File: config.mk
export PLATFORM = sky130hd
export DESIGN_NAME = iirdf2_dp
export DESIGN_NICKNAME = d
export VERILOG_FILES = /design/src/rtl/iirdf2_pkg.sv /design/src/rtl/iirdf2_dp.sv
export SDC_FILE = /design/constraint.sdc
export NUM_CORES = 2
export LEC_CHECK = 0
export BUFFER_PORTS_ARGS = -buffer_cell sky130_fd_sc_hd__buf_2
export CAP_MARGIN = 20
export CORE_MARGIN = 4
export CORE_UTILIZATION = 40
export CTS_BUF_LIST = sky130_fd_sc_hd__clkbuf_8
export CTS_CLUSTER_DIAMETER = 100
export DETAILED_ROUTE_END_ITERATION = 8
export GPL_ROUTABILITY_DRIVEN = 0
export PLACE_DENSITY = 0.68
export REMOVE_ABC_BUFFERS = 1
export SYNTH_ARGS = -nofsm -noshare
export SYNTH_HDL_FRONTEND = slang
export SYNTH_SLANG_ARGS = --single-unit
File: constraint.sdc
create_clock -name clock -period 12.7 [get_ports clock]
set_input_delay 2.54 -clock clock [delete_from_list [all_inputs] [get_ports clock]]
set_output_delay 2.54 -clock clock [all_outputs]
set_load 0.01 [all_outputs]
File: src/rtl/iirdf2_pkg.sv
// Shared types and constants of the direct form II IIR filter.
// Depends on nothing; every other file of the block imports it.
package iirdf2_pkg;

   // Fixed field and arithmetic widths.
   localparam int SAMPLE_W  = 24;
   localparam int COEF_W    = 32;
   localparam int DL_W      = 40;
   localparam int FRAC_BITS = 28;
   localparam int PROD_W    = COEF_W + DL_W;
   localparam int ACC_W     = PROD_W + 3;
   localparam int RND_W     = ACC_W - FRAC_BITS;
   localparam int HEAD_W    = RND_W + 1;
   localparam int LIM_W     = FRAC_BITS + 1;
   localparam int MAG_W     = FRAC_BITS;
   localparam int NUM_W     = MAG_W + FRAC_BITS;
   localparam int QUO_W     = SAMPLE_W + 1;
   localparam int DIV_STEPS = QUO_W;
   localparam int CNT_W     = $clog2(DIV_STEPS + 1);
   localparam int REM_W     = COEF_W;
   localparam int CIDX_W    = 2;

   // Register file layout.
   localparam int ADDR_W = 5;
   localparam logic [2:0] REG_DEN_COEF_0 = 3'd0;
   localparam logic [2:0] REG_NUM_COEF_0 = 3'd4;

   // Constants of the arithmetic.
   localparam logic signed [COEF_W-1:0] COEF_ONE   = 32'sh1000_0000;
   localparam logic signed [ACC_W-1:0]  ROUND_HALF = ACC_W'(1) <<< (FRAC_BITS - 1);
   localparam logic signed [HEAD_W-1:0] DL_MAX     = (HEAD_W'(1) <<< (DL_W - 1)) - HEAD_W'(1);
   localparam logic signed [HEAD_W-1:0] DL_MIN     = -(HEAD_W'(1) <<< (DL_W - 1));
   localparam logic signed [RND_W-1:0]  ACC_LIM    = RND_W'(1) <<< (FRAC_BITS - 1);
   localparam logic [QUO_W-1:0]         POS_LIM    = (QUO_W'(1) << (SAMPLE_W - 1)) - QUO_W'(1);
   localparam logic [QUO_W-1:0]         NEG_LIM    = QUO_W'(1) << (SAMPLE_W - 1);
   localparam logic signed [SAMPLE_W-1:0] OUT_MAX  = {1'b0, {(SAMPLE_W-1){1'b1}}};
   localparam logic signed [SAMPLE_W-1:0] OUT_MIN  = {1'b1, {(SAMPLE_W-1){1'b0}}};

   typedef logic signed [COEF_W-1:0] coef_type;
   typedef coef_type [3:0] coef_bank_type;

   typedef enum logic [3:0] {
      ST_IDLE,
      ST_FB_MUL,
      ST_FB_ACC,
      ST_HEAD,
      ST_FF_MUL,
      ST_FF_ACC,
      ST_NORM,
      ST_DIV,
      ST_FIN
   } state_type;

   // Commands from the sequencer to the datapath.
   typedef struct packed {
      logic take;      // latch the word and shift the delay line
      logic mul_fb;    // multiply feedback coefficient by delay entry
      logic mul_ff;    // multiply feed-forward coefficient by delay entry
      logic acc_add;   // add the registered product to the accumulator
      logic head_wr;   // write the new delay head, clear the accumulator
      logic norm;      // round, clamp and set up the division
      logic div_step;  // one quotient bit
      logic load_out;  // load the result register
   } dp_cmd_type;

endpackage

File: src/rtl/iirdf2_dp.sv
// Datapath of the IIR filter: delay line, shared multiply-accumulate unit,
// rounding and saturation, and a restoring divider for the output scaling.
// Depends on iirdf2_pkg for widths, constants and the command struct.
module iirdf2_dp import iirdf2_pkg::*; #(
   parameter  int TAPS  = 4,
   localparam int IDX_W = (TAPS > 1) ? $clog2(TAPS) : 1
) (
   input  logic                       clock,
   input  logic                       reset,
   input  dp_cmd_type                 cmd,
   input  logic [IDX_W-1:0]           idx,
   input  logic signed [SAMPLE_W-1:0] sample_in,
   input  logic                       block_end_in,
   input  coef_bank_type              den_coef,
   input  coef_bank_type              num_coef,
   output logic                       skip_div,
   output logic signed [SAMPLE_W-1:0] sample_out,
   output logic                       block_end_out,
   output logic                       clipped
);

   logic signed [DL_W-1:0]     dl_ff [TAPS];
   logic signed [DL_W-1:0]     dl_in [TAPS];
   logic signed [SAMPLE_W-1:0] x_ff;
   logic                       blk_ff;
   logic signed [PROD_W-1:0]   prod_ff;
   logic signed [ACC_W-1:0]    acc_ff, acc_in;
   logic                       clip_ff;
   logic [REM_W-1:0]           rem_ff, rem_in;
   logic [QUO_W-1:0]           qn_ff;
   logic                       neg_ff, force_ff, force_neg_ff;
   logic signed [SAMPLE_W-1:0] out_sample_ff, out_sample_in;
   logic                       out_blk_ff;
   logic                       out_clip_ff, out_clip_in;

   logic [CIDX_W-1:0]        cidx;
   logic signed [COEF_W-1:0] coef_mul;
   logic signed [ACC_W-1:0]  acc_half;
   logic signed [RND_W-1:0]  rnd;
   logic signed [HEAD_W-1:0] head_wide;
   logic signed [DL_W-1:0]   head_sat;
   logic                     head_clip;
   logic signed [RND_W-1:0]  rnd_lim;
   logic signed [LIM_W-1:0]  acc_clamp;
   logic                     acc_neg;
   logic [MAG_W-1:0]         acc_mag;
   logic signed [COEF_W-1:0] den0;
   logic                     den_neg, den_zero;
   logic [REM_W-1:0]         den_mag;
   logic [NUM_W-1:0]         num_sum;
   logic                     quo_ovf;
   logic [REM_W:0]           rem_shift;
   logic                     rem_ge;

   // Multiply operands: the coefficient bank follows the phase of the tap walk.
   assign cidx     = CIDX_W'(idx);
   assign coef_mul = cmd.mul_fb ? den_coef[cidx] : num_coef[cidx];

   // Round the accumulated sum to sample units, halves toward plus infinity.
   assign acc_half = acc_ff + ROUND_HALF;
   assign rnd      = $signed(acc_half[ACC_W-1:FRAC_BITS]);

   // New delay head: sample minus rounded feedback, saturated to the line width.
   assign head_wide = HEAD_W'(x_ff) - HEAD_W'(rnd);
   always_comb begin
      head_clip = 1'b0;
      head_sat  = DL_W'(head_wide);
      if (head_wide > DL_MAX) begin
         head_clip = 1'b1;
         head_sat  = DL_W'(DL_MAX);
      end else if (head_wide < DL_MIN) begin
         head_clip = 1'b1;
         head_sat  = DL_W'(DL_MIN);
      end
   end

   // Output scaling setup: clamp, split into sign and magnitude, add half divisor.
   always_comb begin
      rnd_lim = rnd;
      if (rnd > ACC_LIM) begin
         rnd_lim = ACC_LIM;
      end else if (rnd < -ACC_LIM) begin
         rnd_lim = -ACC_LIM;
      end
   end
   assign acc_clamp = LIM_W'(rnd_lim);
   assign acc_neg   = acc_clamp[LIM_W-1];
   assign acc_mag   = acc_neg ? MAG_W'(-acc_clamp) : MAG_W'(acc_clamp);
   assign den0      = den_coef[0];
   assign den_neg   = den0[COEF_W-1];
   assign den_zero  = (den0 == '0);
   assign den_mag   = den_neg ? REM_W'(-den0) : REM_W'(den0);
   assign num_sum   = {acc_mag, {FRAC_BITS{1'b0}}} + NUM_W'(den_mag >> 1);
   // Any quotient of 2^25 or more saturates the output, so the divider never runs.
   assign quo_ovf   = {1'b0, num_sum[NUM_W-1:QUO_W]} >= den_mag;
   assign skip_div  = den_zero | quo_ovf;

   // One restoring division step per cycle.
   assign rem_shift = {rem_ff, qn_ff[QUO_W-1]};
   assign rem_ge    = rem_shift >= {1'b0, den_mag};
   assign rem_in    = rem_ge ? REM_W'(rem_shift - {1'b0, den_mag}) : rem_shift[REM_W-1:0];

   // Final saturation and sign of the scaled result.
   always_comb begin
      out_clip_in   = clip_ff;
      out_sample_in = SAMPLE_W'(qn_ff);
      if (force_ff) begin
         out_clip_in   = 1'b1;
         out_sample_in = force_neg_ff ? OUT_MIN : OUT_MAX;
      end else if (neg_ff) begin
         if (qn_ff > NEG_LIM) begin
            out_clip_in   = 1'b1;
            out_sample_in = OUT_MIN;
         end else begin
            out_sample_in = SAMPLE_W'(-qn_ff);
         end
      end else if (qn_ff > POS_LIM) begin
         out_clip_in   = 1'b1;
         out_sample_in = OUT_MAX;
      end
   end

   // Delay line: shift on a new word, then the head is written once it is known.
   always_comb begin
      for (int n = 0; n < TAPS; n++) begin
         dl_in[n] = dl_ff[n];
      end
      if (cmd.take) begin
         dl_in[0] = '0;
         for (int n = 1; n < TAPS; n++) begin
            dl_in[n] = dl_ff[n-1];
         end
      end else if (cmd.head_wr) begin
         dl_in[0] = head_sat;
      end
   end

   always_ff @(posedge clock) begin
      if (reset) begin
         for (int n = 0; n < TAPS; n++) begin
            dl_ff[n] <= '0;
         end
      end else begin
         for (int n = 0; n < TAPS; n++) begin
            dl_ff[n] <= dl_in[n];
         end
      end
   end

   always_comb begin
      acc_in = acc_ff;
      if (cmd.take || cmd.head_wr) begin
         acc_in = '0;
      end else if (cmd.acc_add) begin
         acc_in = acc_ff + ACC_W'(prod_ff);
      end
   end

   always_ff @(posedge clock) begin
      acc_ff <= acc_in;
      if (cmd.take) begin
         x_ff   <= sample_in;
         blk_ff <= block_end_in;
      end
      if (cmd.mul_fb || cmd.mul_ff) begin
         prod_ff <= PROD_W'(coef_mul) * PROD_W'(dl_ff[idx]);
      end
      if (cmd.head_wr) begin
         clip_ff <= head_clip;
      end
      if (cmd.norm) begin
         rem_ff       <= REM_W'(num_sum[NUM_W-1:QUO_W]);
         qn_ff        <= num_sum[QUO_W-1:0];
         neg_ff       <= acc_neg ^ den_neg;
         force_ff     <= den_zero | quo_ovf;
         force_neg_ff <= den_zero ? acc_neg : (acc_neg ^ den_neg);
      end else if (cmd.div_step) begin
         rem_ff <= rem_in;
         qn_ff  <= {qn_ff[QUO_W-2:0], rem_ge};
      end
      if (cmd.load_out) begin
         out_sample_ff <= out_sample_in;
         out_blk_ff    <= blk_ff;
         out_clip_ff   <= out_clip_in;
      end
   end

   assign sample_out    = out_sample_ff;
   assign block_end_out = out_blk_ff;
   assign clipped       = out_clip_ff;

endmodule

==> results.txt <==
The most used flip-flop cell after synthesis is sky130_fd_sc_hd__edfxtp_1. The required time reported for the critical path endpoint is 10.16 ns. The kind of cell with the highest combined delay along the critical path is simple AND/OR/NAND/NOR gates. The detailed-router iteration count before antenna repair is 8. The number of setup buffers added after CTS is 0. The worst setup path is launched from a primary input. The routed via count divided by cell count is about 5.5. The total track usage came out at 22.97%. The initial antenna violation count is 25. The worst setup path is of the in2out kind. The share of synthesized cell area in and, or, nand and nor gates is approximately 16%. The share of final-layout standard cells stronger than drive strength 1 is 9.946%. The biggest cell delay along the critical path came out at 0.48 ns. The number of global-route vias before repair came to ~62000. The relative area change from synthesis to final layout is 8.101%. The die outline area is 193600 um2. The total count of hold-check failures in the final report was 0. The number of cell rows is between 150 and 200. Of the post-synthesis cell area, the part taken by muxes is 5.602%. In the layout the commonest cells are sky130_fd_sc_hd__inv_1 (1449), sky130_fd_sc_hd__fa_1 (1326), sky130_fd_sc_hd__nand2_1 (1162).

The shortest period the worst path allows came out at 12.20 ns. The netlist uses 104 different library cells. The number of clock buffers inserted by TritonCTS came out at 73. The kind of end point of the critical path is an output port.

The register-to-register path setup slack came out at 3.08 ns. The run finished with clean final reports. The wire length of the first global-routing pass came out at approximately 350000 um. Once layout is complete, the utilization of the core stands at 43.52%. Leaving out fill and tap cells, the most frequent cell in the layout is sky130_fd_sc_hd__inv_1. After synthesis, the share of flip-flops with an asynchronous set or reset is 0%.

The total of max-cap violations is 0. The part of the Yosys area used for sequential elements came out at 14.23%. The clock passes through at most 3 buffers. The final total negative setup slack came out at 0 ns. The tree is rooted in a sky130_fd_sc_hd__clkbuf_8.

The floorplan step set the die height to 440.0 um. For the worst setup path, the data arrival time is about 9.7 ns. The Yosys warning count is 0. The maximum fanout along the worst path came out at 5. Dividing the detail-routed wire length by the instance count gives 20.86 um. The HPWL reported at the end of detailed placement is between 150000 and 200000 um. The placed cell count is 10640. At the pin with the least slew margin, the transition time is 1.213 ns.

The area of the core came out at 185400 um2. The number of max-slew violations in the final report came to 0. The slowest stage of the critical path is the sky130_fd_sc_hd__nor4_4 cell. The final-report setup violation count is 0. The number of DRC markers after the initial detailed-route iteration is 4938. The xor-xnor portion of the synthesized cell area came out at 3.625%. The complex-gate fraction of the synthesized area is a little under a tenth. The worst hold margin is approximately 0.43 ns. Dividing the final minimum period by the clock period gives a little over nine tenths.

Entering global routing, the biggest net connects 73 pins. The number of clock sinks is ~420. The number of levels in the clock H-tree came out at 3. The setup skew after layout is 0.07622 ns.

The number of synthesized register bits is 419. The later pin in the worst-skew pair is clocked with a latency of 0.68 ns. Of the total synthesized cell area, the portion taken by full adders, half adders and majority gates is 42.10%. The number of buffer and inverter stages on the critical path came out at 3.

The finished layout holds approximately 11000 standard cells, fillers aside. Timing would allow up to 81.95 MHz. The worst relative slew slack came out at 18.56%. The count of pins on the block boundary is 320.

The number of cells produced by synthesis is 8096. The total routed wirelength is approximately 220000 um. The CTS clock-pin slew for the worst setup and hold paths is 0.06 ns. After detailed routing, the number of remaining DRC violations is 0. The min-delay analysis places its worst path in the category reg2reg.

The routed layout has 59560 vias. The largest family of logic cells by synthesized area is adder cells. The chip width is 440.0 um.

Yosys mapped a number of flops with a built-in enable equal to roughly 220. The clock tree from TritonCTS is done. By instance count, the cell type seen most on the critical path is sky130_fd_sc_hd__or3_1.

Setup repair after global routing left no endpoint under its margin. The total overflow reported by the global router is 0. In this run the tool buffered the top-level ports with 319 buffer cells. The remaining antenna violation count after routing came out at 0. The average size of a mapped cell came out at 9.220 um2. After synthesis the cells add up to between 70000 and 80000 um2.

The initial core utilization came out at 40.26%. The net total in the final layout is 10240.
==> timing repair <==
item | CTS | global route
hold buffers | 0 | 0
endpoints found under the hold margin | 0 | 0
endpoints found under the setup margin | 0 | 1
gates resized for setup | 0 | 4
==> cell families (layout without fill, tap and decap cells) <==
| logic type | Yosys count | in the layout |
|---|---|---|
| flops | 419 | 419 |
| compound gates | 1057 | 1057 |
| fa+ha+maj | 1716 | 1716 |
| buf+inv | 1859 | 2058 |
| xor+xnor | 309 | 309 |
| simple gates | 2449 | 2449 |
| other cells | 0 | 10 |
| mux | 287 | 287 |
==> through the flow <==
step                setup slack (ns)  cell area, um2
finish                        0.4979           80690
global route                 0.01161           80680
CTS                           0.4702           80630
detailed placement            0.2249           79130
global placement              0.3674           79120
floorplan                     0.9512           72950
==> path summary, 6_finish.rpt <==
check	start	to	cells past startpoint
worst max register to register	dl_ff[0][1]	prod_ff[68]	31
worst max-delay path	den_coef[1]	skip_div	29
worst min-delay path	blk_ff	block_end_out	0
worst min register to register	blk_ff	block_end_out	0
==> area by class of cell <==
cell class              count  area, um2
clock inverters            51      337.8
multi-input cells        5818      57030
repair buffers            492       3049
clock buffers              84       1156
well taps                2480       3103
inverters                1431       5371
flip-flops and latches    419      10620
fillers                 17810     104700
diodes                     10      25.02
==> Yosys cell counts (all sizes together) (17+ instances only) <==
| master | n | area [um2] |
|---|---|---|
| buf | 59 | 307.8 |
| nand3b | 19 | 142.6 |
| xor2 | 109 | 954.7 |
| ha | 390 | 4880 |
| or2 | 31 | 196.4 |
| a21boi | 18 | 138.9 |
| or4 | 17 | 138.9 |
| and4 | 18 | 157.7 |
| a21o | 155 | 1164 |
| o31ai | 35 | 262.8 |
| edfxtp | 223 | 6696 |
| o21a | 55 | 412.9 |
| nand2b | 43 | 276.5 |
| nand4 | 65 | 464.2 |
| and3 | 49 | 306.5 |
| dfxtp | 196 | 3924 |
| nor2b | 104 | 650.6 |
| xnor2 | 200 | 1752 |
| mux2i | 150 | 1501 |
| o21ai | 169 | 845.8 |
| nor2 | 404 | 1516 |
| o21bai | 34 | 255.2 |
| clkbuf | 369 | 1386 |
| inv | 1429 | 5364 |
| nand2 | 1164 | 4372 |
| a221o | 41 | 410.4 |
| a21oi | 293 | 1470 |
| nor4 | 25 | 226.5 |
| and2 | 277 | 1735 |
| or3 | 45 | 286.5 |
| mux2 | 36 | 405.4 |
| fa | 1326 | 26550 |
| o211ai | 33 | 247.7 |
| mux4 | 101 | 2275 |
| nor3 | 61 | 315.3 |
| a31oi | 49 | 306.5 |
| nand3 | 97 | 495.5 |
| a211oi | 38 | 285.3 |
==> metal layers <==
layer	part of all wire [%]	GRT usage (%)
met1	40	29.91
met2	47	37.48
met3	8.5	4.693
met4	4.4	9.262
met5	0.042	0.1260
==> flip-flops by register name, summed over array words and instances, names as in the netlist <==
signal / flops
clip_ff: 1
dl_ff: 160
force_neg_ff: 1
qn_ff: 25
prod_ff: 72
clipped: 1
sample_out: 24
block_end_out: 1
force_ff: 1
acc_ff: 75
blk_ff: 1
rem_ff: 32
neg_ff: 1
x_ff: 24
Power is not shown: default switching activity piles up to over one toggle a cycle in this logic, so the estimate is an artifact.
