File: src/rtl/iirdf2_pkg.sv
// Shared types and constants of the direct form II IIR filter.
// Depends on nothing; every other file of the block imports it.
package iirdf2_pkg;

   // Fixed field and arithmetic widths.
   localparam int SAMPLE_W  = 24;
   localparam int COEF_W    = 32;
   localparam int DL_W      = 40;
   localparam int FRAC_BITS = 28;
   localparam int PROD_W    = COEF_W + DL_W;
   localparam int ACC_W     = PROD_W + 3;
   localparam int RND_W     = ACC_W - FRAC_BITS;
   localparam int HEAD_W    = RND_W + 1;
   localparam int LIM_W     = FRAC_BITS + 1;
   localparam int MAG_W     = FRAC_BITS;
   localparam int NUM_W     = MAG_W + FRAC_BITS;
   localparam int QUO_W     = SAMPLE_W + 1;
   localparam int DIV_STEPS = QUO_W;
   localparam int CNT_W     = $clog2(DIV_STEPS + 1);
   localparam int REM_W     = COEF_W;
   localparam int CIDX_W    = 2;

   // Register file layout.
   localparam int ADDR_W = 5;
   localparam logic [2:0] REG_DEN_COEF_0 = 3'd0;
   localparam logic [2:0] REG_NUM_COEF_0 = 3'd4;

   // Constants of the arithmetic.
   localparam logic signed [COEF_W-1:0] COEF_ONE   = 32'sh1000_0000;
   localparam logic signed [ACC_W-1:0]  ROUND_HALF = ACC_W'(1) <<< (FRAC_BITS - 1);
   localparam logic signed [HEAD_W-1:0] DL_MAX     = (HEAD_W'(1) <<< (DL_W - 1)) - HEAD_W'(1);
   localparam logic signed [HEAD_W-1:0] DL_MIN     = -(HEAD_W'(1) <<< (DL_W - 1));
   localparam logic signed [RND_W-1:0]  ACC_LIM    = RND_W'(1) <<< (FRAC_BITS - 1);
   localparam logic [QUO_W-1:0]         POS_LIM    = (QUO_W'(1) << (SAMPLE_W - 1)) - QUO_W'(1);
   localparam logic [QUO_W-1:0]         NEG_LIM    = QUO_W'(1) << (SAMPLE_W - 1);
   localparam logic signed [SAMPLE_W-1:0] OUT_MAX  = {1'b0, {(SAMPLE_W-1){1'b1}}};
   localparam logic signed [SAMPLE_W-1:0] OUT_MIN  = {1'b1, {(SAMPLE_W-1){1'b0}}};

   typedef logic signed [COEF_W-1:0] coef_type;
   typedef coef_type [3:0] coef_bank_type;

   typedef enum logic [3:0] {
      ST_IDLE,
      ST_FB_MUL,
      ST_FB_ACC,
      ST_HEAD,
      ST_FF_MUL,
      ST_FF_ACC,
      ST_NORM,
      ST_DIV,
      ST_FIN
   } state_type;

   // Commands from the sequencer to the datapath.
   typedef struct packed {
      logic take;      // latch the word and shift the delay line
      logic mul_fb;    // multiply feedback coefficient by delay entry
      logic mul_ff;    // multiply feed-forward coefficient by delay entry
      logic acc_add;   // add the registered product to the accumulator
      logic head_wr;   // write the new delay head, clear the accumulator
      logic norm;      // round, clamp and set up the division
      logic div_step;  // one quotient bit
      logic load_out;  // load the result register
   } dp_cmd_type;

endpackage

File: src/rtl/iirdf2_ctrl.sv
// Sequencer of the IIR filter: walks the taps, the division and the handoff.
// Depends on iirdf2_pkg for the state and command types.
module iirdf2_ctrl import iirdf2_pkg::*; #(
   parameter  int TAPS  = 4,
   localparam int IDX_W = (TAPS > 1) ? $clog2(TAPS) : 1
) (
   input  logic             clock,
   input  logic             reset,
   input  logic             req_valid,
   output logic             req_ready,
   output logic             rsp_valid,
   input  logic             rsp_ready,
   input  logic             skip_div,
   output dp_cmd_type       cmd,
   output logic [IDX_W-1:0] idx
);

   localparam logic [IDX_W-1:0] IDX_LAST = IDX_W'(TAPS - 1);

   state_type        state_ff, state_in;
   logic [IDX_W-1:0] idx_ff, idx_in;
   logic [CNT_W-1:0] cnt_ff, cnt_in;
   logic             rsp_valid_ff, rsp_valid_in;

   always_ff @(posedge clock) begin
      if (reset) begin
         state_ff     <= ST_IDLE;
         idx_ff       <= '0;
         cnt_ff       <= '0;
         rsp_valid_ff <= 1'b0;
      end else begin
         state_ff     <= state_in;
         idx_ff       <= idx_in;
         cnt_ff       <= cnt_in;
         rsp_valid_ff <= rsp_valid_in;
      end
   end

   always_comb begin
      state_in  = state_ff;
      idx_in    = idx_ff;
      cnt_in    = cnt_ff;
      cmd       = '0;
      req_ready = 1'b0;
      unique case (state_ff)
         ST_IDLE: begin
            req_ready = 1'b1;
            if (req_valid) begin
               cmd.take = 1'b1;
               if (TAPS > 1) begin
                  idx_in   = IDX_W'(1);
                  state_in = ST_FB_MUL;
               end else begin
                  state_in = ST_HEAD;
               end
            end
         end
         ST_FB_MUL: begin
            cmd.mul_fb = 1'b1;
            state_in   = ST_FB_ACC;
         end
         ST_FB_ACC: begin
            cmd.acc_add = 1'b1;
            if (idx_ff == IDX_LAST) begin
               state_in = ST_HEAD;
            end else begin
               idx_in   = IDX_W'(idx_ff + 1'b1);
               state_in = ST_FB_MUL;
            end
         end
         ST_HEAD: begin
            cmd.head_wr = 1'b1;
            idx_in      = '0;
            state_in    = ST_FF_MUL;
         end
         ST_FF_MUL: begin
            cmd.mul_ff = 1'b1;
            state_in   = ST_FF_ACC;
         end
         ST_FF_ACC: begin
            cmd.acc_add = 1'b1;
            if (idx_ff == IDX_LAST) begin
               state_in = ST_NORM;
            end else begin
               idx_in   = IDX_W'(idx_ff + 1'b1);
               state_in = ST_FF_MUL;
            end
         end
         ST_NORM: begin
            cmd.norm = 1'b1;
            if (skip_div) begin
               state_in = ST_FIN;
            end else begin
               cnt_in   = CNT_W'(DIV_STEPS);
               state_in = ST_DIV;
            end
         end
         ST_DIV: begin
            cmd.div_step = 1'b1;
            cnt_in       = CNT_W'(cnt_ff - 1'b1);
            if (cnt_ff == CNT_W'(1)) begin
               state_in = ST_FIN;
            end
         end
         ST_FIN: begin
            if (!rsp_valid_ff || rsp_ready) begin
               cmd.load_out = 1'b1;
               state_in     = ST_IDLE;
            end
         end
         default: begin
            state_in = ST_IDLE;
         end
      endcase
   end

   assign rsp_valid_in = cmd.load_out | (rsp_valid_ff & ~rsp_ready);
   assign rsp_valid    = rsp_valid_ff;
   assign idx          = idx_ff;

endmodule

File: config.mk
export PLATFORM = sky130hd
export DESIGN_NAME = iirdf2_ctrl
export DESIGN_NICKNAME = d
export VERILOG_FILES = /design/src/rtl/iirdf2_pkg.sv /design/src/rtl/iirdf2_ctrl.sv
export SDC_FILE = /design/constraint.sdc
export NUM_CORES = 1
export LEC_CHECK = 0
export BUFFER_PORTS_ARGS = -buffer_cell sky130_fd_sc_hd__buf_2
export CORE_MARGIN = 2
export CORE_UTILIZATION = 55
export DETAILED_ROUTE_END_ITERATION = 8
export PLACE_DENSITY = 0.89
export RECOVER_POWER = 25
export SLEW_MARGIN = 0
export SYNTH_ARGS = -nofsm -noshare
export SYNTH_HDL_FRONTEND = slang
export SYNTH_SLANG_ARGS = --single-unit
File: constraint.sdc
create_clock -name clock -period 3.5 [get_ports clock]
set_input_delay 0.35 -clock clock [delete_from_list [all_inputs] [get_ports clock]]
set_output_delay 0.35 -clock clock [all_outputs]
set_load 0.03 [all_outputs]
==> run metrics, run 1 <==
first-pass GRT wire length between 2000 and 2500 um; outcome complete, no violations; Mapped Nets about 100; DR WL/cell 12.8 um; ys async rst share 0%; Leakage roughly 0.33 nW; I/O Buffers 16; Placed Instances 119; critical path class reg -> out; FMAX 486 MHz; Worst Path Arrival about 1.7 ns; Seq/Total Area, Yosys between 30% and 40%; Pwr per Cell Area around 370 nW/um2; yosys warns 0; cts bufs inserted 3; Tcrit/Tclk final 58.8%; grt total ovfl 0; element type at the critical path end output pin; pin count of the biggest net entering global routing 16; Top FF cell, synth dfxtp_1; DRT antenna net count 0; die height roughly 41 um; area leader, netlist dfxtp_1; Resized cells post-CTS 0; clk slew on worst S/H paths roughly 0.08 ns; Clock Latency Late Sink between 0.2 and 0.3 ns; cts hold-fix bufs 0; flop-to-flop setup slack between 1.5 and 2 ns; Remaining DRCs 0; Tmin final between 2 and 2.5 ns; GP Congestion 0.725; Syn Area/Cell between 8 and 9 um2; required time worst endpoint 3.15 ns; HPWL after DPL 1160 um; layout cell share with drive strength beyond 1 between 10% and 20%; Final Hold Slack 0.368 ns; relative slew slack 68.8%; Commonest cells post-synth 12 x dfxtp_1, 10 x a21oi_1, 10 x nor2_1; Layout area overhead 13.4%; IO Count 17; overall power approximately 310 uW; clock skew between 0.01 and 0.015 ns; CP Max Fanout 15; top cells by area, synth dfxtp_1 32%, a21oi_1 6.7%, nand2b_1 5.9%, ha_1 5.0%, nor2_1 5.0%; Worst Tran Pin Value ~0.47 ns; most frequent cell after synthesis dfxtp_1; initial core utilization 58.1%; Synth Instances just over 90; NumNets Final ~120; Seq cells post-synth 12; Sink Count 12; setup TNS 0 ns; GR Util All Layers ~22%; Routed WL 1570 um; Setup Fix Bufs, Post-CTS 0; Clock Tree Root clkbuf_4; vias post-DR about 700; Startpoint Class register; full die area ~1700 um2; CTS tree yes; Fin. Hold Viols 0; initial antenna violation count 0; htree depth 1; First DRT Iteration DRCs 9; Die W about 40 um; vias in the first global route 588; Pins Over Slew Limit 0; CTS max path bufs 2; ANT cells 0; Min-Delay Path Class in -> reg; Cell Area, Synth 747 um2; Peak VDD IR approximately 0.24 mV; Post-synth EDFFs 0; FP Rows 13; top-area cell type share of the netlist area roughly a third; Vias per Instance between 5 and 6; fin cells ~120; RSZ-0062 raised after global routing false; Distinct cells, synth 37; core box area between 1000 and 1500 um2; final setup violation count 0; Detailed Routing Iterations Pass 1 4; max_cap viols 0
stage by stage:
step,util (%),setup slack [ns],instance area (um2)
finish,65.9,1.44,847
global route,65.9,1.29,847
CTS,66.2,1.42,851
detailed placement,63.4,1.73,815
floorplan,-,1.10,747
global placement,63.4,1.79,815
final timing paths:
| kind | from | end | depth (start not counted) |
|---|---|---|---|
| max | state_ff[1] | cmd[4] | 3 |
| max reg2reg | idx[0] | idx[1] | 5 |
| min reg2reg | cnt_ff[3] | cnt_ff[3] | 1 |
| min | rsp_ready | rsp_valid | 3 |
report_power, final:
group          total (mW)  internal, mW  switching [mW]
sequential          0.150         0.141         0.00913
combinational      0.0502        0.0186          0.0317
clock               0.113        0.0633          0.0496
total               0.313         0.223          0.0904
layout by cell type (no fill, tap or decap):
| cell type | instances |
|---|---|
| clkbuf_4 | 3 |
| dfxtp_1 | 12 |
| nand4b_1 | 2 |
| buf_2 | 13 |
| a31oi_1 | 4 |
| nor4b_2 | 1 |
| xor2_1 | 1 |
| clkbuf_8 | 1 |
| a211oi_1 | 1 |
| nand3_1 | 1 |
| o22a_1 | 1 |
| a21o_1 | 1 |
| a21oi_1 | 10 |
| clkbuf_1 | 3 |
| ha_1 | 3 |
| nand4bb_1 | 1 |
| nand2_1 | 2 |
| a31o_2 | 1 |
| and2b_1 | 1 |
| o311ai_0 | 1 |
| nor2b_1 | 1 |
| nor4_1 | 1 |
| or4_1 | 1 |
| o21ai_0 | 2 |
| and3_1 | 1 |
| mux2i_1 | 1 |
| nand3b_1 | 3 |
| o22ai_1 | 1 |
| nor3_1 | 6 |
| a311oi_1 | 1 |
| and2_1 | 1 |
| nor2_1 | 10 |
| and4bb_2 | 1 |
| or3b_1 | 1 |
| nand2b_1 | 7 |
| inv_1 | 7 |
registers in the layout, summed over array words and instances (netlist names):
signal and flops:
cnt_ff 5, state_ff 4, idx 2, rsp_valid 1
cell type report:
type	instances	area [um2]
well taps	15	18.8
multi-input cells	69	449
clock buffers	4	36.3
repair buffers	16	76.3
inverters	7	26.3
fillers	116	438
flip-flops and latches	12	240
critical path: stages, from the launching register on:
cell,delay (ns)
dfxtp_1,0.60
or3b_1,0.39
a21oi_1,0.20
buf_2,0.24
layer usage:
layer	track usage, %	vias up	routed length [um]
li1	-	364	-
met2	37.5	17	794
met4	10.0	0	30
met1	23.8	317	668
met3	9.78	4	80
met5	0	-	0
logic make-up (layout without fill, tap and decap cells):
family | count (synthesis) | count (layout) | synth area share, %
compound gates | 23 | 23 | 18.9
xor+xnor | 1 | 1 | 1.17
fa+ha+maj | 3 | 3 | 5.03
buf+inv | 12 | 27 | 7.70
flops | 12 | 12 | 32.2
mux | 1 | 1 | 1.34
simple gates | 41 | 41 | 33.7
No activity file was read; power rests on OpenSTA's default activity.
==> run 2: changes to the inputs <==
ABC_AREA = 1   (was default)
CORE_UTILIZATION = 50   (was 55)
PLACE_DENSITY = 0.83   (was 0.89)
clock period = 2.1 ns   (was 3.5 ns; I/O delays follow)
==> run metrics, run 2 <==
outcome complete, no violations; ANT cells 0 (unchanged); element type at the critical path end output pin; critical path class reg -> out; Die W 41.8 um (+2.2%); met1 WL 633 um (-5.2%); relative slew slack 62.8% (-6.0 points); Detailed Routing Iterations Pass 1 4 (unchanged); Synth Instances 109 (+17%); FP Rows 13 (unchanged); GP Congestion 0.860 (+19%); most common cell after layout, fill and taps aside inv_1; Pins Over Slew Limit 0 (unchanged); Post-synth EDFFs 0 (unchanged); Biggest register cnt_ff; Seq cells post-synth 12 (unchanged); IO Count 17 (unchanged); top cells by area, synth dfxtp_1 34%, inv_1 11%, nand2_1 10%, a21oi_1 9.1%, nor2_1 6.8%; Layout area overhead 15.1%; die height 41.8 um (+2.2%); Tmin final 1.71 ns; Setup Fix Bufs, Post-CTS 0 (unchanged); Mapped Nets 117 (+16%); vias in the first global route 670 (+14%); initial antenna violation count 0 (unchanged); core box area 1320 um2 (+2.5%); cts bufs inserted 3 (unchanged); Placed Instances 140 (+18%); commonest cells after routing, fill and taps aside 20 x inv_1, 19 x nand2_1, 15 x nor2_1; pin count of the biggest net entering global routing 8 (-8); Tcrit/Tclk final between 80% and 90%; ys async rst share 0% (unchanged); Clock Tree Root clkbuf_4; DR WL/cell 10.7 um (-16%); GR Util All Layers 20.5% (-1.8 points); max FFs per register 5 (unchanged); Leakage 0.408 nW (+23%); full die area 1740 um2 (+4.5%); clock skew 0.00691 ns (-0.00404 ns); vias post-DR 726 (+3.4%); Remaining DRCs 0 (unchanged); final setup violation count 0 (unchanged); Fillers 137 (+18%); Syn Area/Cell 6.54 um2 (-19%); Clock Latency Late Sink 0.27 ns (about the same); max_cap viols 0 (unchanged); CTS tree yes; sequential cell area 240 um2 (unchanged); DRT antenna net count 0 (unchanged); first-pass GRT wire length 2740 um (+17%); Commonest cells post-synth 20 x inv_1, 19 x nand2_1, 13 x a21oi_1, 13 x nor2_1, 12 x dfxtp_1; FMAX 586 MHz; area occupied by multi-input gates 380 um2 (-15%); CP Max Fanout 7 (-8); required time worst endpoint 1.89 ns (-1.26 ns); Cell Area, Synth 713 um2 (-4.5%); routed length on met2 809 um (+1.9%); Worst Path Arrival 1.50 ns (-0.21 ns); area leader, netlist dfxtp_1; HPWL after DPL 1210 um (+4.0%); Distinct cells, synth 18 (-51%); cts hold-fix bufs 0 (unchanged); Startpoint Class register; yosys warns 0 (unchanged); Worst Tran Pin Value 0.556 ns (+0.0911 ns); Highest Signal Layer met4; met3 wire length 62 um (-23%); initial core utilization 54.1% (-4.0 points); most frequent cell after synthesis inv_1; Routed WL 1530 um (-2.7%); NumNets Final 138 (+18%); overall power 826 uW (+160%); First DRT Iteration DRCs 15 (+6); RSZ-0062 raised after global routing false; Sink Count 12 (unchanged); Seq/Total Area, Yosys 33.7% (+1.5 points); I/O Buffers 16 (unchanged); Peak VDD IR 0.640 mV (+170%); setup TNS 0 ns (unchanged); Vias per Instance 5.08 (-11%); clk slew on worst S/H paths 0.07 ns (about the same); Pwr per Cell Area 1010 nW/um2 (+170%); htree depth 1 (unchanged); Min-Delay Path Class in -> reg; CTS max path bufs 2 (unchanged); top-area cell type share of the netlist area 33.7% (+1.5 points); fin cells 143 (+16%); Resized cells post-CTS 0 (unchanged); Top FF cell, synth dfxtp_1; layout cell share with drive strength beyond 1 21.1% (+2.6 points); Fin. Hold Viols 0 (unchanged); grt total ovfl 0 (unchanged)
## run 2: cells by family after synthesis
group / synth area share [%]
AND/OR/NAND/NOR: 34.2
buffers and inverters: 11.6
AO/OA/AOI/OAI: 14.0
flip-flops: 33.7
adder cells (fa/ha/maj): 5.26
XOR/XNOR: 1.23
## run 2: stage by stage
step / utilization (%) / area (um2) / hold WS (ns) / setup WS, ns
floorplan: - / 713 / 0.279 / 0.752
global placement: 61.6 / 812 / 0.467 / 0.885
detailed placement: 61.6 / 812 / 0.476 / 0.831
CTS: 63.3 / 835 / 0.190 / 0.565
global route: 62.3 / 821 / 0.195 / 0.310
finish: 62.3 / 821 / 0.198 / 0.393
## run 2: worst paths after layout
kind / startpoint / to / slack, ns / depth (start not counted)
max: state_ff[1] / cmd[1] / 0.39 / 3
min: reset / rsp_valid / 0.20 / 2
max reg2reg: state_ff[1] / state_ff[0] / 0.63 / 7
min reg2reg: cnt_ff[3] / cnt_ff[3] / 0.48 / 2
## run 2: critical path: stages, from the launching register on
cell and delay [ns]:
dfxtp_1 0.40, nand2_1 0.08, nor2_1 0.45, buf_2 0.30
## run 2: routing by layer
layer,GRT usage [%],up-vias
li1,-,384
met1,21.7,325
met2,35.6,13
met3,5.65,4
met4,12.3,0
met5,0,-
## run 2: area by class of cell
type,instances,area share (%)
multi-input combinational,75,46.3
inverter,22,10.1
clock buffer,3,2.74
sequential,12,29.3
tap,15,2.29
timing repair buffer,16,9.30
## run 2: power breakdown
| part | internal (mW) | leakage [nW] | total, mW | switching, mW |
|---|---|---|---|---|
| sequential | 0.262 | 0.0977 | 0.295 | 0.0333 |
| clock | 0.0663 | 0.0138 | 0.137 | 0.0702 |
| combinational | 0.114 | 0.296 | 0.394 | 0.280 |
