## config.mk

```make
export PLATFORM = sky130hd
export DESIGN_NAME = iirdf2_csr
export DESIGN_NICKNAME = d
export VERILOG_FILES = /design/src/rtl/iirdf2_pkg.sv /design/src/rtl/iirdf2_csr.sv
export SDC_FILE = /design/constraint.sdc
export NUM_CORES = 1
export LEC_CHECK = 0
export BUFFER_PORTS_ARGS = -buffer_cell sky130_fd_sc_hd__buf_2
export CORE_ASPECT_RATIO = 0.9
export CORE_MARGIN = 3
export CORE_UTILIZATION = 50
export CTS_CLUSTER_SIZE = 25
export DETAILED_ROUTE_END_ITERATION = 8
export PLACE_DENSITY = 0.74
export SYNTH_ARGS = -nofsm -noshare
export SYNTH_HDL_FRONTEND = slang
export SYNTH_SLANG_ARGS = --single-unit
```

## constraint.sdc

```tcl
create_clock -name clock -period 1.5 [get_ports clock]
set_input_delay 0.075 -clock clock [delete_from_list [all_inputs] [get_ports clock]]
set_output_delay 0.075 -clock clock [all_outputs]
set_load 0.01 [all_outputs]
```

## src/rtl/iirdf2_pkg.sv

```systemverilog
// Shared types and constants of the direct form II IIR filter.
// Depends on nothing; every other file of the block imports it.
package iirdf2_pkg;

   // Fixed field and arithmetic widths.
   localparam int SAMPLE_W  = 24;
   localparam int COEF_W    = 32;
   localparam int DL_W      = 40;
   localparam int FRAC_BITS = 28;
   localparam int PROD_W    = COEF_W + DL_W;
   localparam int ACC_W     = PROD_W + 3;
   localparam int RND_W     = ACC_W - FRAC_BITS;
   localparam int HEAD_W    = RND_W + 1;
   localparam int LIM_W     = FRAC_BITS + 1;
   localparam int MAG_W     = FRAC_BITS;
   localparam int NUM_W     = MAG_W + FRAC_BITS;
   localparam int QUO_W     = SAMPLE_W + 1;
   localparam int DIV_STEPS = QUO_W;
   localparam int CNT_W     = $clog2(DIV_STEPS + 1);
   localparam int REM_W     = COEF_W;
   localparam int CIDX_W    = 2;

   // Register file layout.
   localparam int ADDR_W = 5;
   localparam logic [2:0] REG_DEN_COEF_0 = 3'd0;
   localparam logic [2:0] REG_NUM_COEF_0 = 3'd4;

   // Constants of the arithmetic.
   localparam logic signed [COEF_W-1:0] COEF_ONE   = 32'sh1000_0000;
   localparam logic signed [ACC_W-1:0]  ROUND_HALF = ACC_W'(1) <<< (FRAC_BITS - 1);
   localparam logic signed [HEAD_W-1:0] DL_MAX     = (HEAD_W'(1) <<< (DL_W - 1)) - HEAD_W'(1);
   localparam logic signed [HEAD_W-1:0] DL_MIN     = -(HEAD_W'(1) <<< (DL_W - 1));
   localparam logic signed [RND_W-1:0]  ACC_LIM    = RND_W'(1) <<< (FRAC_BITS - 1);
   localparam logic [QUO_W-1:0]         POS_LIM    = (QUO_W'(1) << (SAMPLE_W - 1)) - QUO_W'(1);
   localparam logic [QUO_W-1:0]         NEG_LIM    = QUO_W'(1) << (SAMPLE_W - 1);
   localparam logic signed [SAMPLE_W-1:0] OUT_MAX  = {1'b0, {(SAMPLE_W-1){1'b1}}};
   localparam logic signed [SAMPLE_W-1:0] OUT_MIN  = {1'b1, {(SAMPLE_W-1){1'b0}}};

   typedef logic signed [COEF_W-1:0] coef_type;
   typedef coef_type [3:0] coef_bank_type;

   typedef enum logic [3:0] {
      ST_IDLE,
      ST_FB_MUL,
      ST_FB_ACC,
      ST_HEAD,
      ST_FF_MUL,
      ST_FF_ACC,
      ST_NORM,
      ST_DIV,
      ST_FIN
   } state_type;

   // Commands from the sequencer to the datapath.
   typedef struct packed {
      logic take;      // latch the word and shift the delay line
      logic mul_fb;    // multiply feedback coefficient by delay entry
      logic mul_ff;    // multiply feed-forward coefficient by delay entry
      logic acc_add;   // add the registered product to the accumulator
      logic head_wr;   // write the new delay head, clear the accumulator
      logic norm;      // round, clamp and set up the division
      logic div_step;  // one quotient bit
      logic load_out;  // load the result register
   } dp_cmd_type;

endpackage

```

## src/rtl/iirdf2_csr.sv

```systemverilog
// APB-style coefficient register file of the IIR filter.
// Depends on iirdf2_pkg for the register layout and coefficient types.
module iirdf2_csr import iirdf2_pkg::*; (
   input  logic                clock,
   input  logic                reset,
   input  logic                psel,
   input  logic                penable,
   input  logic                pwrite,
   input  logic [ADDR_W-1:0]   paddr,
   input  logic [COEF_W-1:0]   pwdata,
   output logic [COEF_W-1:0]   prdata,
   output logic                pready,
   output coef_bank_type       den_coef,
   output coef_bank_type       num_coef
);

   coef_bank_type den_coef_ff, den_coef_in;
   coef_bank_type num_coef_ff, num_coef_in;
   logic [2:0]        reg_idx;
   logic [CIDX_W-1:0] bank_idx;
   logic              wr_en;

   assign reg_idx  = paddr[ADDR_W-1:2];
   assign bank_idx = reg_idx[CIDX_W-1:0];
   assign wr_en    = psel & penable & pwrite;
   assign pready   = 1'b1;

   always_comb begin
      den_coef_in = den_coef_ff;
      num_coef_in = num_coef_ff;
      if (wr_en) begin
         if (reg_idx < REG_NUM_COEF_0) begin
            den_coef_in[bank_idx] = coef_type'(pwdata);
         end else begin
            num_coef_in[bank_idx] = coef_type'(pwdata);
         end
      end
   end

   // Entry zero of each bank comes out of reset at 1.0, the others at zero.
   always_ff @(posedge clock) begin
      if (reset) begin
         den_coef_ff <= {{(3*COEF_W){1'b0}}, COEF_ONE};
         num_coef_ff <= {{(3*COEF_W){1'b0}}, COEF_ONE};
      end else begin
         den_coef_ff <= den_coef_in;
         num_coef_ff <= num_coef_in;
      end
   end

   // Registers at or above the first feed-forward index read the second bank.
   assign prdata   = (reg_idx < REG_NUM_COEF_0) ? den_coef_ff[bank_idx] : num_coef_ff[bank_idx];
   assign den_coef = den_coef_ff;
   assign num_coef = num_coef_ff;

endmodule

```

==> flow_summary_export.csv, run 1 <==
group,metric,value,unit
clock_network,root_buffer,"clkbuf_16",
critical_path,reg2regPathDepth,4,
placement,dp_slack,-0.0622,ns
critical_path,max_stage_delay,0.48,ns
power_and_ir_drop,irDropWorstVdd,0.549,mV
floorplanning,core_area,0.0236,mm^2
sta,skew,0,ns
placement,numPortBuffers,327,
clock_network,clk_latency,0.51,ns
synthesis,synthFlopType,"dfxtp_1",
sta,finalCritPeriodShare,121,%
final_layout,utilization,70.0,%
global_routing,antenna_found_initial,1,
synthesis,synth_cell_type_count,21,
sta,min_period,1.82,ns
critical_path,startpoint_type,"flop",
routing,met1_length,15600,um
clock_network,cts_tree,"done",
placement,hpwlAfterDp,23900,um
routing,post_drt_wl_per_cell,20.8,um
synthesis,synthTopCellsByCount,"nand2b_1 (286), dfxtp_1 (256), mux2i_1 (256)",
clock_network,cts_sinks,256,
floorplanning,fp.dieW,170,um
final_layout,fin_nets,1487,
critical_path,slowest_stage,"mux4_2",
floorplanning,rows,53,
job,maxCapViolCount,0,
synthesis,syn_avg_cell_area,11.9,um^2
critical_path,crit_required,1.42,ns
min_path,min-delay-path-class,"in2reg",
status,outcome,"finished, violations left",
synthesis,yosys_register_bits,256,
routing,met3_length,2260,um
synthesis,synthTopCellsByArea,"dfxtp_1 (42%), mux2i_1 (21%), nand2b_1 (15%)",
critical_path,cp-startpoint,"num_coef[55]",
synthesis,synth_area_leader_cell,"dfxtp_1",
global_routing,grt.total_usage,26.3,%
final_layout,area_growth,35.8,%
critical_path,r2r_end,"num_coef[109]",
synthesis,synth_warnings,0,
critical_path,crit_chain,"mux4_2, mux2_2, buf_6",
sta,layout_setup_ws,-0.320,ns
min_path,holdCritStartpoint,"pwdata[24]",
clock_network,cts_buffers,27,
critical_path,rrSetupSlack,0.62,ns
routing,drc,0,
floorplanning,dieArea,0.0262,mm^2
critical_path,critPathTopFamily,"multiplexers",
routing,ant_nets,0,
floorplanning,fp.dieH,154,um
routing,drt_wl_total,36600,um
sta,rsz0062_at_grt,"yes",
floorplanning,start_util,51.5,%
routing,drtPass1Iterations,5,
critical_path,worstPathMaxFanout,2,
routing,drt-initial-drc-count,646,
routing,vias,9642,
critical_path,endpoint_kind,"primary output",
sta,maxSlewHeadroom,44.9,%
routing,route.top_layer_used,"met4",
final_layout,final_layout_size_suffix_gt1_share,53.1,%
global_routing,grt_pass1_wl,54600,um
synthesis,synth_most_common_cell,"nand2b_1",
synthesis,netlist_instances,1023,
global_routing,overflow,0,
sta,holdWs,-0.00454,ns
global_routing,grt_pass1_vias,9456,
synthesis,syn_nets,1065,
synthesis,synth_edf_count,0,
critical_path,crit_cells,3,
clock_network,clock_path_buffers,3,
routing,wl_met2,17600,um
routing,vias_per_cell,5.47,
critical_path,r2r_start,"num_coef[109]",
critical_path,crit_end,"prdata[23]",
critical_path,arrival,1.75,ns
placement,gp_congestion,0.808,
status,violations,"hold timing, setup timing",
sta,tightest_slew,0.826,ns
sta,fmax,549,MHz
global_routing,grt_max_degree,58,
synthesis,synth_top_area_share,42.1,%
critical_path,worst-setup-path-type,"reg2out",
sta,setup_viol,32,
sta,slew_viol_final,0,
synthesis,postSynth.asyncResetShare,0,%
sta,hold_viol,1,
synthesis,syn_area,0.0122,mm^2
floorplanning,boundaryPins,331,
clock_network,h-tree-depth,1,
clock_network,clk_pin_slew,0.06,ns
power_and_ir_drop,leakage,0.00879,uW
power_and_ir_drop,power_density,875,mW/mm^2
critical_path,crit_buf_inv,1,
synthesis,synth-seq-area-share,42.1,%
-- stage by stage --
step | cell area (um^2) | hold slack, ns | total power, uW | std cells | TNS [ns]
2_1_floorplan | 12200 | 0.246 | 7690 | 1023 | 0
3_3_place_gp | 14600 | 0.376 | 8030 | 1634 | -0.205
3_5_place_dp | 14600 | 0.384 | 8040 | 1634 | -0.355
4_1_cts | 16200 | 0.000831 | 14500 | 1742 | -9.87
5_1_grt | 16500 | 0.0191 | 14900 | 1763 | -10.73
6_report | 16500 | -0.00454 | 14500 | 1763 | -9.36
-- kinds of logic (layout without fill, tap and decap cells) --
group,Yosys count,after routing,synth area share [%]
buffers and inverters,111,548,5.34
flip-flops,256,256,42.1
multiplexers,352,352,36.4
other,1,2,0.0308
AND/OR/NAND/NOR,303,303,16.1
-- flip-flops by register name, summed over array words and instances (netlist names) --
register,cells
den_coef,128
num_coef,128
-- worst reg2reg max path, cell delays in order, from the launching register on --
cell	delay, ns
dfxtp_2	0.33
buf_4	0.13
buf_4	0.13
nand2b_1	0.07
mux2i_1	0.09
-- cell type report --
cell class / instances / area (um^2)
Multi-Input combinational cell: 656 / 6440
Antenna cell: 1 / 2.50
Sequential cell: 256 / 5300
Timing Repair Buffer: 504 / 3550
Tap cell: 302 / 378
Clock inverter: 3 / 40.0
Clock buffer: 41 / 808
Fill cell: 1695 / 7080
-- what timing repair did --
| action | in CTS | in global routing |
|---|---|---|
| hold buffers | 15 | 0 |
| buffers inserted | 49 | 20 |
| endpoints found under the setup margin | 32 | 32 |
| endpoints found under the hold margin | 57 | 0 |
| gates cloned | 0 | 0 |
| resized for setup | 148 | 76 |
-- cell usage in the layout, fill, tap and decap left out, types with 3 or more instances in the layout --
cell type / n
buf_2: 292
nand2b_1: 286
mux2i_1: 256
dfxtp_2: 143
buf_4: 138
dfxtp_1: 113
mux4_2: 64
buf_6: 32
mux2_4: 30
clkbuf_16: 27
buf_12: 27
dlygate4sd3_1: 15
clkbuf_8: 8
clkbuf_1: 6
nand2_2: 3
nor2_1: 3
-- report_power, final --
part / leakage [uW] / internal [uW] / switching, uW
registers: 0.00213 / 6850 / 37.9
clock network: 0.000419 / 3830 / 2640
logic: 0.00624 / 546 / 549
total: 0.00879 / 11200 / 3220
-- per-layer routing --
| layer | vias up | track usage, % |
|---|---|---|
| met2 | 394 | 43.5 |
| met4 | 0 | 8.96 |
| met3 | 75 | 4.16 |
| met5 | - | 0 |
| met1 | 4812 | 35.1 |
| li1 | 4361 | - |
-- worst min path at each step --
| stage | endpoint | slack (ns) | cells past startpoint |
|---|---|---|---|
| after detailed placement | den_coef[28] | 0.38 | 3 |
| after global routing | num_coef[26] | 0.02 | 3 |
| final | den_coef[24] | -0.005 | 3 |
| after floorplan | den_coef[28] | 0.25 | 2 |
| after global placement | den_coef[28] | 0.38 | 3 |
| after CTS | den_coef[24] | 0.0008 | 3 |
(Power assumes the default switching activity.)
==> inputs of run 2 (changes only) <==
--- a/config.mk
+++ b/config.mk
@@ -5,11 +5,12 @@
 export SDC_FILE = /design/constraint.sdc
 export NUM_CORES = 1
 export LEC_CHECK = 0
-export BUFFER_PORTS_ARGS = -buffer_cell sky130_fd_sc_hd__buf_2
+export BUFFER_PORTS_ARGS = -buffer_cell sky130_fd_sc_hd__clkbuf_2
+export CAP_MARGIN = 5
 export CORE_ASPECT_RATIO = 0.9
 export CORE_MARGIN = 3
 export CORE_UTILIZATION = 50
-export CTS_CLUSTER_SIZE = 25
+export CTS_CLUSTER_SIZE = 40
 export DETAILED_ROUTE_END_ITERATION = 8
 export PLACE_DENSITY = 0.74
 export SYNTH_ARGS = -nofsm -noshare
==> run 2 against run 1 <==
Net effect:
- the flow finishes with violations (setup timing)
- total power fell by 1.1%
- critical endpoint is now prdata[19]
- clock-buffer cell count did not move
- clock skew unchanged
- largest cell class unchanged
- sequential share of layout area is 0.11 points higher
- highest routed layer unchanged
- fmax is 0.44% lower
- hold slack better by 0.0072 ns
==> flow_summary_export.csv, run 2 (same netlist as run 1, synthesis figures left out) <==
group,metric,value,unit
floorplanning,fp.dieH,154,um
placement,dp_slack,-0.105,ns
critical_path,arrival,1.75,ns
placement,gp_congestion,0.817,
critical_path,r2r_start,"num_coef[97]",
global_routing,grt_pass1_wl,57700,um
global_routing,grt_pass1_vias,10000,
min_path,min-delay-path-class,"in2reg",
sta,min_period,1.83,ns
routing,vias_per_cell,5.39,
critical_path,startpoint_type,"flop",
routing,drtPass1Iterations,5,
final_layout,final_cell_area,0.0167,mm^2
sta,tightest_slew,0.723,ns
floorplanning,rows,53,
global_routing,grt.total_usage,27.6,%
critical_path,worstPathMaxFanout,2,
final_layout,area_growth,37.0,%
sta,setup_viol,32,
final_layout,final_common_cell,"clkbuf_2",
sta,slew_viol_final,0,
power_and_ir_drop,cellInternalPower,11100,uW
sta,rsz0062_at_grt,"yes",
critical_path,reg2regPathDepth,4,
sta,fmax,547,MHz
final_layout,fin_nets,1526,
critical_path,r2r_end,"num_coef[97]",
floorplanning,dieArea,0.0262,mm^2
sta,finalCritPeriodShare,122,%
sta,holdWs,0.00268,ns
final_layout,final_layout_size_suffix_gt1_share,57.6,%
sta,skew,0,ns
routing,post_drt_wl_per_cell,20.7,um
clock_network,cts_sinks,256,
power_and_ir_drop,leakage,0.00873,uW
min_path,hold_depth,3,
routing,drc,0,
sta,layout_setup_ws,-0.328,ns
floorplanning,fp.dieW,170,um
routing,drt-initial-drc-count,619,
power_and_ir_drop,power.share.clock,44.4,%
clock_network,cts_tree,"done",
global_routing,antenna_found_initial,0,
floorplanning,start_util,51.5,%
critical_path,endpoint_kind,"primary output",
power_and_ir_drop,power_frac_comb,7.4,%
routing,ant_nets,0,
floorplanning,boundaryPins,331,
critical_path,cp-startpoint,"den_coef[19]",
power_and_ir_drop,irDropWorstVdd,0.690,mV
final_layout,mostFrequentLayoutCells,"clkbuf_2 (304), nand2b_1 (286), mux2i_1 (256), buf_4 (186), dfxtp_2 (183)",
routing,vias,9699,
placement,hpwlAfterDp,23700,um
clock_network,clock_path_buffers,3,
status,outcome,"finished, violations left",
power_and_ir_drop,switching_share,22.5,%
min_path,holdCritStartpoint,"pwdata[15]",
job,maxCapViolCount,0,
clock_network,h-tree-depth,1,
global_routing,grt_max_degree,109,
critical_path,crit_end,"prdata[19]",
power_and_ir_drop,power_density,858,mW/mm^2
critical_path,rrSetupSlack,0.66,ns
clock_network,clk_latency,0.52,ns
power_and_ir_drop,seqPwrFrac,48.1,%
clock_network,cts_buffers,27,
power_and_ir_drop,power,14300,uW
sta,fin_tns_setup,-9.09,ns
critical_path,worst-setup-path-type,"reg2out",
placement,placed_area,0.0145,mm^2
placement,numPortBuffers,327,
critical_path,crit_required,1.42,ns
floorplanning,core_area,0.0236,mm^2
final_layout,antenna_cells,0,
clock_network,clk_pin_slew,0.06,ns
status,violations,"setup timing",
clock_network,root_buffer,"clkbuf_16",
global_routing,overflow,0,
sta,hold_viol,0,
sta,maxSlewHeadroom,51.8,%
routing,drt_wl_total,37400,um
power_and_ir_drop,p_sw,3220,uW
run 2: changes by cell type in the layout (fill, tap and decap cells not counted), moves of 13 or more:
cell      previous run  this run
clkbuf_2             0       304
buf_2              292         1
buf_4              138       186
dfxtp_1            113        69
dfxtp_2            143       183
buf_6               32        17
mux2_2               2        15
mux2_4              30        17
run 2: what timing repair did:
item                                    CTS  global route
gates cloned                              0             0
endpoints found under the hold margin    50             0
resized for setup                       205            60
endpoints found under the setup margin   32            32
buffers inserted                        111             9
hold buffers                             11             0
run 2: cell type report:
class	count	area [um^2]
repair buffers	543	3690
flip-flops and latches	256	5370
fillers	1701	6940
clock buffers	41	818
well taps	302	378
multi-input cells	656	6390
clock inverters	3	15.0
run 2: metrics by stage:
| stage | utilization, % | cells |
|---|---|---|
| floorplan | - | 1023 |
| global placement | 61.2 | 1626 |
| detailed placement | 61.2 | 1626 |
| CTS | 69.7 | 1792 |
| global route | 70.6 | 1801 |
| finish | 70.6 | 1801 |
run 2: worst min-delay path by stage:
| stage | endpoint | slack, ns |
|---|---|---|
| global route | den_coef[79] | 0.02 |
| finish | num_coef[111] | 0.003 |
| detailed placement | den_coef[28] | 0.37 |
| floorplan | den_coef[28] | 0.25 |
| global placement | num_coef[28] | 0.37 |
| CTS | num_coef[94] | 0.0003 |
run 2: per-layer routing:
layer | vias to the layer above | track usage (%) | share of wire [%]
li1 | 4428 | - | -
met1 | 4819 | 36.2 | 43
met2 | 388 | 47.0 | 48
met3 | 64 | 5.42 | 6.7
met4 | 0 | 7.15 | 2.5
met5 | - | 0 | 0
run 2: worst max-delay path: stages, from the launching register on:
cell and delay [ns]:
dfxtp_4 0.34, mux4_2 0.46, mux2_4 0.30, clkbuf_2 0.13
run 2: power by group through the flow:
stage	clock [uW]	sequential, uW	combinational, uW
2_1_floorplan	0	7050	637
3_3_place_gp	0	7040	959
3_5_place_dp	0	7040	967
6_report	6350	6880	1070
4_1_cts	6420	6880	1050
5_1_grt	6690	6880	1130
